==> src/rtl/sst_pkg.sv <==
// Package for the seat session table.
// Holds the field widths, request kinds, table entry layout and engine states.
// No dependencies.
package sst_pkg;

  localparam int KIND_W  = 2;
  localparam int USER_W  = 16;
  localparam int PROC_W  = 32;
  localparam int TERM_W  = 8;
  localparam int COUNT_W = 5;

  typedef enum logic [KIND_W-1:0] {
    KIND_CLAIM  = 2'd0,
    KIND_EXIT   = 2'd1,
    KIND_SWITCH = 2'd2
  } kind_t;

  typedef struct packed {
    logic [USER_W-1:0] uid;
    logic [PROC_W-1:0] pid;
    logic [TERM_W-1:0] term;
  } entry_t;

  typedef struct packed {
    logic [KIND_W-1:0] kind;
    logic [USER_W-1:0] user_id;
    logic [PROC_W-1:0] process_id;
    logic [TERM_W-1:0] terminal;
  } sst_req_t;

  typedef struct packed {
    logic [USER_W-1:0]  owner_user;
    logic [COUNT_W-1:0] session_count;
    logic [TERM_W-1:0]  current_terminal;
  } sst_res_t;

  typedef struct packed {
    logic idle;
    logic done;
  } sst_status_t;

  typedef enum logic [2:0] {
    ST_IDLE,
    ST_FIND,
    ST_SHIFT,
    ST_APPEND,
    ST_OWNER,
    ST_DONE
  } state_t;

endpackage

==> src/rtl/sst_req_if.sv <==
// Request channel of the seat session table: valid, ready and the request fields.
// Depends on sst_pkg.
interface sst_req_if;
  import sst_pkg::*;

  logic              valid;
  logic              ready;
  logic [KIND_W-1:0] kind;
  logic [USER_W-1:0] user_id;
  logic [PROC_W-1:0] process_id;
  logic [TERM_W-1:0] terminal;

  modport source (output valid, kind, user_id, process_id, terminal, input ready);
  modport sink (input valid, kind, user_id, process_id, terminal, output ready);
endinterface

==> src/rtl/sst_res_if.sv <==
// Result channel of the seat session table: valid, ready and the result fields.
// Depends on sst_pkg.
interface sst_res_if;
  import sst_pkg::*;

  logic               valid;
  logic               ready;
  logic [USER_W-1:0]  owner_user;
  logic [COUNT_W-1:0] session_count;
  logic [TERM_W-1:0]  current_terminal;

  modport source (output valid, owner_user, session_count, current_terminal, input ready);
  modport sink (input valid, owner_user, session_count, current_terminal, output ready);
endinterface

==> src/rtl/sst_mem.sv <==
// Session table storage: one write port and one read port with registered read data.
// Depends on sst_pkg for the entry layout.
module sst_mem #(
  parameter int DEPTH = 16,
  parameter int AW    = 4
) (
  input  logic            clk,
  input  logic            we,
  input  logic [AW-1:0]   waddr,
  input  sst_pkg::entry_t wdata,
  input  logic [AW-1:0]   raddr,
  output sst_pkg::entry_t rdata
);
  import sst_pkg::*;

  entry_t mem [DEPTH];

  always_ff @(posedge clk) begin
    if (we) begin
      mem[waddr] <= wdata;
    end
    rdata <= mem[raddr];
  end

endmodule

==> src/rtl/sst_engine.sv <==
// Sequencer of the seat session table: search, compaction, append and owner scan.
// Walks the table in sst_mem one entry per cycle. Depends on sst_pkg and sst_mem.
module sst_engine #(
  parameter int MAX_SESSIONS = 16
) (
  input  logic                       clk,
  input  logic                       rst,
  input  logic                       start,
  input  sst_pkg::sst_req_t          req,
  input  logic [sst_pkg::USER_W-1:0] root_user,
  input  logic                       take,
  output sst_pkg::sst_status_t       status,
  output sst_pkg::sst_res_t          result
);
  import sst_pkg::*;

  localparam int AW = (MAX_SESSIONS > 1) ? $clog2(MAX_SESSIONS) : 1;
  localparam int CW = $clog2(MAX_SESSIONS + 1);

  state_t            state, state_next;
  sst_req_t          cur, cur_next;
  logic [CW-1:0]     ptr, ptr_next;
  logic [CW-1:0]     count, count_next;
  logic              pend, pend_next;
  logic [AW-1:0]     pend_addr, pend_addr_next;
  logic [TERM_W-1:0] active, active_next;
  logic [USER_W-1:0] owner, owner_next;

  logic          mem_we;
  logic [AW-1:0] mem_waddr;
  entry_t        mem_wdata;
  logic [AW-1:0] mem_raddr;
  entry_t        rd;

  logic is_claim, full, pid_hit, term_hit, scan_end;

  sst_mem #(.DEPTH(MAX_SESSIONS), .AW(AW)) u_mem (
    .clk   (clk),
    .we    (mem_we),
    .waddr (mem_waddr),
    .wdata (mem_wdata),
    .raddr (mem_raddr),
    .rdata (rd)
  );

  assign is_claim = (cur.kind == KIND_CLAIM);
  assign full     = (count == CW'(MAX_SESSIONS));
  assign pid_hit  = pend && (rd.pid == cur.process_id);
  assign term_hit = pend && (rd.term == active);
  assign scan_end = !pend && ((state == ST_OWNER) ? (ptr == '0) : (ptr == count));

  always_comb begin
    state_next = state;
    case (state)
      ST_IDLE: begin
        if (start) begin
          case (req.kind)
            KIND_CLAIM:  state_next = ST_FIND;
            KIND_EXIT:   state_next = ST_FIND;
            KIND_SWITCH: state_next = ST_OWNER;
            default:     state_next = ST_DONE;
          endcase
        end
      end
      ST_FIND: begin
        if (pid_hit) begin
          state_next = ST_SHIFT;
        end else if (scan_end) begin
          if (is_claim) begin
            state_next = full ? ST_SHIFT : ST_APPEND;
          end else begin
            state_next = ST_DONE;
          end
        end
      end
      ST_SHIFT: begin
        if (scan_end) begin
          state_next = is_claim ? ST_APPEND : ST_OWNER;
        end
      end
      ST_APPEND: state_next = ST_OWNER;
      ST_OWNER: begin
        if (term_hit || scan_end) begin
          state_next = ST_DONE;
        end
      end
      ST_DONE: begin
        if (take) begin
          state_next = ST_IDLE;
        end
      end
      default: state_next = ST_IDLE;
    endcase
  end

  always_comb begin
    cur_next       = cur;
    ptr_next       = ptr;
    count_next     = count;
    pend_next      = 1'b0;
    pend_addr_next = pend_addr;
    active_next    = active;
    owner_next     = owner;
    mem_we         = 1'b0;
    mem_waddr      = pend_addr - AW'(1);
    mem_wdata      = rd;
    mem_raddr      = '0;
    case (state)
      ST_IDLE: begin
        if (start) begin
          cur_next = req;
          ptr_next = (req.kind == KIND_SWITCH) ? count : '0;
          if (req.kind == KIND_SWITCH) begin
            active_next = req.terminal;
          end
        end
      end
      ST_FIND: begin
        if (ptr != count) begin
          mem_raddr      = ptr[AW-1:0];
          ptr_next       = ptr + CW'(1);
          pend_next      = 1'b1;
          pend_addr_next = ptr[AW-1:0];
        end
        if (pid_hit) begin
          ptr_next  = CW'(pend_addr) + CW'(1);
          pend_next = 1'b0;
        end else if (scan_end && is_claim && full) begin
          ptr_next = CW'(1);
        end
      end
      ST_SHIFT: begin
        if (ptr != count) begin
          mem_raddr      = ptr[AW-1:0];
          ptr_next       = ptr + CW'(1);
          pend_next      = 1'b1;
          pend_addr_next = ptr[AW-1:0];
        end
        if (pend) begin
          mem_we = 1'b1;
        end
        if (scan_end) begin
          count_next = count - CW'(1);
          ptr_next   = count_next;
        end
      end
      ST_APPEND: begin
        mem_we     = 1'b1;
        mem_waddr  = count[AW-1:0];
        mem_wdata  = '{uid: cur.user_id, pid: cur.process_id, term: cur.terminal};
        count_next = count + CW'(1);
        ptr_next   = count_next;
      end
      ST_OWNER: begin
        if (ptr != '0) begin
          mem_raddr = AW'(ptr - CW'(1));
          ptr_next  = ptr - CW'(1);
          pend_next = 1'b1;
        end
        if (term_hit) begin
          owner_next = rd.uid;
        end else if (scan_end) begin
          owner_next = root_user;
        end
      end
      ST_DONE: begin
      end
      default: begin
      end
    endcase
  end

  always_ff @(posedge clk) begin
    if (rst) begin
      state  <= ST_IDLE;
      count  <= '0;
      active <= '0;
      owner  <= '0;
      pend   <= 1'b0;
    end else begin
      state  <= state_next;
      count  <= count_next;
      active <= active_next;
      owner  <= owner_next;
      pend   <= pend_next;
    end
  end

  always_ff @(posedge clk) begin
    cur       <= cur_next;
    ptr       <= ptr_next;
    pend_addr <= pend_addr_next;
  end

  assign status.idle             = (state == ST_IDLE);
  assign status.done             = (state == ST_DONE);
  assign result.owner_user       = owner;
  assign result.session_count    = COUNT_W'(count);
  assign result.current_terminal = active;

endmodule

==> src/rtl/seat_session_table.sv <==
// Seat session table top level: root user register, request intake and result register.
// The search, compaction and owner scan each walk the table entry by entry through the single
// read port of the table memory.
// Throughput: one request at a time; the next is taken once the result is registered.
// Reset clears the count, active terminal, owner, root user, state, pending flag and
// result valid; table contents stay unknown and are never read before they are written.
module seat_session_table #(
  parameter int MAX_SESSIONS = 16
) (
  input  logic                       clk,
  input  logic                       rst,
  input  logic                       cfg_wr_en,
  input  logic [sst_pkg::USER_W-1:0] cfg_wr_data,
  sst_req_if.sink                    req,
  sst_res_if.source                  res
);
  import sst_pkg::*;

  logic [USER_W-1:0] root_user;
  sst_req_t          req_data;
  sst_status_t       status;
  sst_res_t          result;
  logic              start;
  logic              take;

  always_ff @(posedge clk) begin
    if (rst) begin
      root_user <= '0;
    end else if (cfg_wr_en) begin
      root_user <= cfg_wr_data;
    end
  end

  assign req_data = '{kind: req.kind, user_id: req.user_id,
                      process_id: req.process_id, terminal: req.terminal};
  assign req.ready = status.idle;
  assign start     = req.valid && req.ready;
  assign take      = status.done && (!res.valid || res.ready);

  sst_engine #(.MAX_SESSIONS(MAX_SESSIONS)) u_engine (
    .clk       (clk),
    .rst       (rst),
    .start     (start),
    .req       (req_data),
    .root_user (root_user),
    .take      (take),
    .status    (status),
    .result    (result)
  );

  always_ff @(posedge clk) begin
    if (rst) begin
      res.valid <= 1'b0;
    end else if (take) begin
      res.valid <= 1'b1;
    end else if (res.ready) begin
      res.valid <= 1'b0;
    end
  end

  always_ff @(posedge clk) begin
    if (take) begin
      res.owner_user       <= result.owner_user;
      res.session_count    <= result.session_count;
      res.current_terminal <= result.current_terminal;
    end
  end

  a_start_busy: assert property (@(posedge clk) disable iff (rst)
    start |=> !status.idle)
    else $error("engine idle right after taking a request");

  a_done_holds: assert property (@(posedge clk) disable iff (rst)
    status.done && !take |=> status.done)
    else $error("engine dropped a result that was not registered");

  a_take_idle: assert property (@(posedge clk) disable iff (rst)
    take |=> status.idle && res.valid)
    else $error("result not registered or engine not idle after handoff");

endmodule
==> src/flat_wrapper.sv <==
// flat-port wrapper written by rule: the top's interface ports become plain ports
module seat_session_table_flat import sst_pkg::*;
#(
  parameter int MAX_SESSIONS = 16
)
  (clk, rst, cfg_wr_en, cfg_wr_data, req_valid, req_kind, req_user_id, req_process_id, req_terminal, req_ready, res_valid, res_owner_user, res_session_count, res_current_terminal, res_ready);
  sst_req_if req_i ();
  sst_res_if res_i ();
  input  logic clk;
  input  logic rst;
  input  logic cfg_wr_en;
  input  logic [sst_pkg::USER_W-1:0] cfg_wr_data;
  input wire logic [$bits(req_i.valid)-1:0] req_valid;
  input wire logic [$bits(req_i.kind)-1:0] req_kind;
  input wire logic [$bits(req_i.user_id)-1:0] req_user_id;
  input wire logic [$bits(req_i.process_id)-1:0] req_process_id;
  input wire logic [$bits(req_i.terminal)-1:0] req_terminal;
  output wire logic [$bits(req_i.ready)-1:0] req_ready;
  output wire logic [$bits(res_i.valid)-1:0] res_valid;
  output wire logic [$bits(res_i.owner_user)-1:0] res_owner_user;
  output wire logic [$bits(res_i.session_count)-1:0] res_session_count;
  output wire logic [$bits(res_i.current_terminal)-1:0] res_current_terminal;
  input wire logic [$bits(res_i.ready)-1:0] res_ready;
  assign req_i.valid = req_valid;
  assign req_i.kind = req_kind;
  assign req_i.user_id = req_user_id;
  assign req_i.process_id = req_process_id;
  assign req_i.terminal = req_terminal;
  assign req_ready = req_i.ready;
  assign res_valid = res_i.valid;
  assign res_owner_user = res_i.owner_user;
  assign res_session_count = res_i.session_count;
  assign res_current_terminal = res_i.current_terminal;
  assign res_i.ready = res_ready;
  seat_session_table #(.MAX_SESSIONS(MAX_SESSIONS)) u_core (.clk(clk), .rst(rst), .cfg_wr_en(cfg_wr_en), .cfg_wr_data(cfg_wr_data), .req(req_i), .res(res_i));
endmodule
==> config.mk <==
export PLATFORM = sky130hd
export DESIGN_NAME = seat_session_table_flat
export DESIGN_NICKNAME = d
export VERILOG_FILES = /design/src/rtl/sst_pkg.sv /design/src/rtl/sst_req_if.sv /design/src/rtl/sst_res_if.sv /design/src/rtl/sst_mem.sv /design/src/rtl/sst_engine.sv /design/src/rtl/seat_session_table.sv /design/src/flat_wrapper.sv
export SDC_FILE = /design/constraint.sdc
export NUM_CORES = 1
export LEC_CHECK = 0
export BUFFER_PORTS_ARGS = -buffer_cell sky130_fd_sc_hd__clkbuf_2
export CAP_MARGIN = 5
export CORE_ASPECT_RATIO = 0.7
export CORE_UTILIZATION = 50
export CTS_CLUSTER_DIAMETER = 100
export DETAILED_ROUTE_END_ITERATION = 10
export PLACE_DENSITY = 0.72
export SYNTH_ARGS = -nofsm -noshare
export SYNTH_HDL_FRONTEND = slang
export SYNTH_HIERARCHICAL = 1
export SYNTH_SLANG_ARGS = --single-unit
==> constraint.sdc <==
create_clock -name clk -period 8.5 [get_ports clk]
set_input_delay 0.425 -clock clk [delete_from_list [all_inputs] [get_ports clk]]
set_output_delay 0.425 -clock clk [all_outputs]
set_load 0.01 [all_outputs]
==> out/qor.yml <==
detailed_routing:
  wire_per_inst_um: 26.3
  via_per_inst: 6.04
  drc: 0
  postRouteAntennaNets: 0
  drt_iter0_drc: 2121
  drt_first_pass_iters: 7
  vias: 21200
  drt_wl_total_um: 92600
yosys:
  ys_seq_area_frac: 0.764
  synth.area.top_cells: "edfxtp_1 71%, mux4_2 12%, dfxtp_1 5.1%"
  syn_inst: 2155
  yosys_register_bits: 1098
  synth_ff_type: "edfxtp_1"
  yosysWarnings: 6
  synth_nets: 2243
  synth_edf_count: 992
  syn_area_um2: 41800
  async_reset_ff_frac: 0
  yosysTopAreaCell: "edfxtp_1"
  synth_cell_type_count: 52
  avgSynthCellArea_um2: 19.4
  yosysTopAreaCellShare: 0.713
cells_and_area:
  multi_input_area_um2: 9360
  fillers: 5917
  seqCellArea_um2: 31900
  flow.area_growth_from_synthesis_pct: 13.7
  drive_gt1_frac: 0.228
  finalNetCount: 2440
sta:
  setup_viol: 0
  finalCriticalPeriod_ns: 4.96
  fin_worst_skew_ns: 0.0159
  fmax_ghz: 0.202
  fin_crit_sh: 0.583
  worst_slack_ns: 3.54
  slew_viol_final: 0
  maxSlewHeadroom: 0.225
  rsz0062_at_grt: "false"
  hold_viol_final: 0
  worst_pin_slew_ns: 1.16
  tns_ns: 0
setup_path:
  crit_arrival_ns: 5.24
  cpMaxStageDelayCell: "a21oi_1"
  criticalPathCategory: "register to register"
  crit_required_ns: 8.78
  worstSetupStartpointType: "register"
  cp_top_family: "simple AND/OR/NAND/NOR gates"
  path_buf_inv: 1
  worstPathMaxFanout: 68
  slowest_delay_ns: 0.86
  endpoint_kind: "register"
  cp_cell_sequence: "nor2b_1 -> nand2_4 -> a21oi_1 -> nand2_1 -> nor2_4 -> buf_4"
die:
  dieArea_um2: 84700
  start_util: 0.506
  die_h_um: 244
  coreArea_um2: 82600
  die_w_um: 347
  ios: 110
  rows: 88
status:
  status: "finished clean"
clock_network:
  clock-sinks: 1098
  path_clk_slew_ns: 0.07
  clock_latency_ns: 0.66
  cts_tree: "done"
  cts_repair_resize_count: 0
  clock_tree.root_cell: "clkbuf_16"
  h-tree-depth: 3
  ctsLongestPathBuffers: 3
  cts_buffers: 99
grt:
  grt_first_pass_wirelength_um: 138000
  grt_max_degree: 139
  antenna_found_initial: 0
  overflow: 0
  grt.total_usage: 0.221
  grt_pass1_vias: 21500
placed_design:
  portBuffers: 109
  post-place-ws_ns: 3.66
  dp_hpwl_um: 49400
  gp_congestion: 0.845
pwr:
  power_density_nw_per_um2: 331
  p_leak_nw: 15.4
  ir_worst_vdd_mv: 0.330
min_path:
  min_path_type: "primary input to register"
flow_run:
  drv_cap: 0
==> sequential cells by signal, summed over array words and instances (netlist names), 3 cells and up <==
register and cells:
u_core/u_engine/count 5, u_core/u_engine/cur 58, u_core/u_engine/u_mem/rdata 56, u_core/u_engine/ptr 5, u_core/u_engine/owner 16, u_core/u_engine/state 3, u_core/root_user 16, u_core/u_engine/u_mem/mem 896
u_core/res.current_terminal 8, u_core/res.session_count 5, u_core/res.owner_user 16, u_core/u_engine/pend_addr 4, u_core/u_engine/active 8
==> power by group <==
group | internal (mW) | switching (mW) | total (mW)
logic | 1.59 | 2.43 | 4.02
registers | 6.90 | 0.272 | 7.17
clock network | 2.61 | 1.93 | 4.54
total | 11.1 | 4.63 | 15.7
==> cell type report <==
cell class	instances	area share
tap	1080	0.0285
timing repair buffer	211	0.0318
inverter	10	0.000790
clock inverter	54	0.0124
sequential	1098	0.672
clock buffer	132	0.0577
multi-input combinational	932	0.197
antenna	1	0.0000527
==> worst paths after layout <==
kind	startpoint	endpoint	slack [ns]	depth (start not counted)
setup / recovery	u_core/u_engine/state[0]$_SDFFE_PP0P_	u_core/u_engine/u_mem/mem[11][15]$_DFFE_PP_	3.54	6
hold / removal	cfg_wr_data[4]	u_core/root_user[4]$_SDFFE_PP0P_	0.04	3
setup reg to reg	u_core/u_engine/state[0]$_SDFFE_PP0P_	u_core/u_engine/u_mem/mem[11][15]$_DFFE_PP_	3.54	6
hold reg to reg	u_core/u_engine/owner[1]$_SDFFE_PP0P_	u_core/res.owner_user[1]$_DFFE_PP_	0.43	0
==> cells by family (layout without fill, tap and decap cells) <==
| group | Yosys count | count (layout) | share of synthesized area |
|---|---|---|---|
| buf+inv | 125 | 407 | 0.0160 |
| fa+ha+maj | 9 | 9 | 0.00270 |
| other cells | 0 | 1 | 0 |
| flops | 1098 | 1098 | 0.764 |
| compound gates | 192 | 192 | 0.0333 |
| mux | 264 | 264 | 0.130 |
| simple gates | 408 | 408 | 0.0411 |
| xor+xnor | 59 | 59 | 0.0124 |
==> worst reg2reg max path: cells and delay by family, from the launching register on <==
family                 cells  cell delay, ns
flip-flops                 1            0.60
buffers and inverters      1            0.77
AO/OA/AOI/OAI              1            0.87
AND/OR/NAND/NOR            4            2.30
==> cell usage in the layout, fill, tap and decap left out, types with 13 or more instances in the layout <==
cell and count:
a22oi_1 113, nand2_1 242, mux2i_1 40, clkbuf_1 20, nor3_1 13, buf_4 31, nor2_4 14, a211oi_1 23
xor2_1 15, clkbuf_16 100, dlygate4sd3_1 69, dfxtp_1 106, clkinv_2 21, xnor2_1 44, edfxtp_1 992, nor2_1 72
mux4_2 224, clkbuf_2 109, a21oi_1 21
==> metrics by stage <==
stage               hold slack, ns  power (mW)  cells   util  cell area, um^2
floorplan                    0.403        10.1   2155      -            41800
global placement             0.414        11.1   3262  0.526            43500
detailed placement           0.421        11.3   3262  0.526            43500
CTS                        0.00101        15.8   3517  0.575            47500
global route                0.0244        16.4   3517  0.575            47500
finish                      0.0383        15.7   3518  0.575            47500
==> metal layers <==
metal / vias to the layer above / routed length (um) / global-route usage
li1: 9028 / - / -
met1: 11100 / 39200 / 0.327
met2: 979 / 43700 / 0.344
met3: 118 / 8030 / 0.0412
met4: 0 / 1680 / 0.0530
met5: - / 0 / 0
==> timing repair <==
| action | 4_1_cts | 5_1_grt |
|---|---|---|
| hold buffers | 69 | 0 |
| endpoints found under the hold margin | 71 | 0 |
| buffers inserted | 0 | 0 |
==> cells in the mapped netlist, types with 10 or more instances <==
master / instances
a211oi_1: 23
a21oi_1: 21
a22oi_1: 113
buf_2: 18
buf_6: 17
clkbuf_1: 69
dfxtp_1: 106
edfxtp_1: 992
inv_1: 10
mux2i_1: 40
mux4_2: 224
nand2_1: 243
nand2b_1: 11
nand3_1: 12
nand4_1: 12
nor2_1: 85
nor3_1: 17
o21ai_0: 12
xnor2_1: 44
xor2_1: 15
Note: power is estimated with default switching activity, not from simulation.
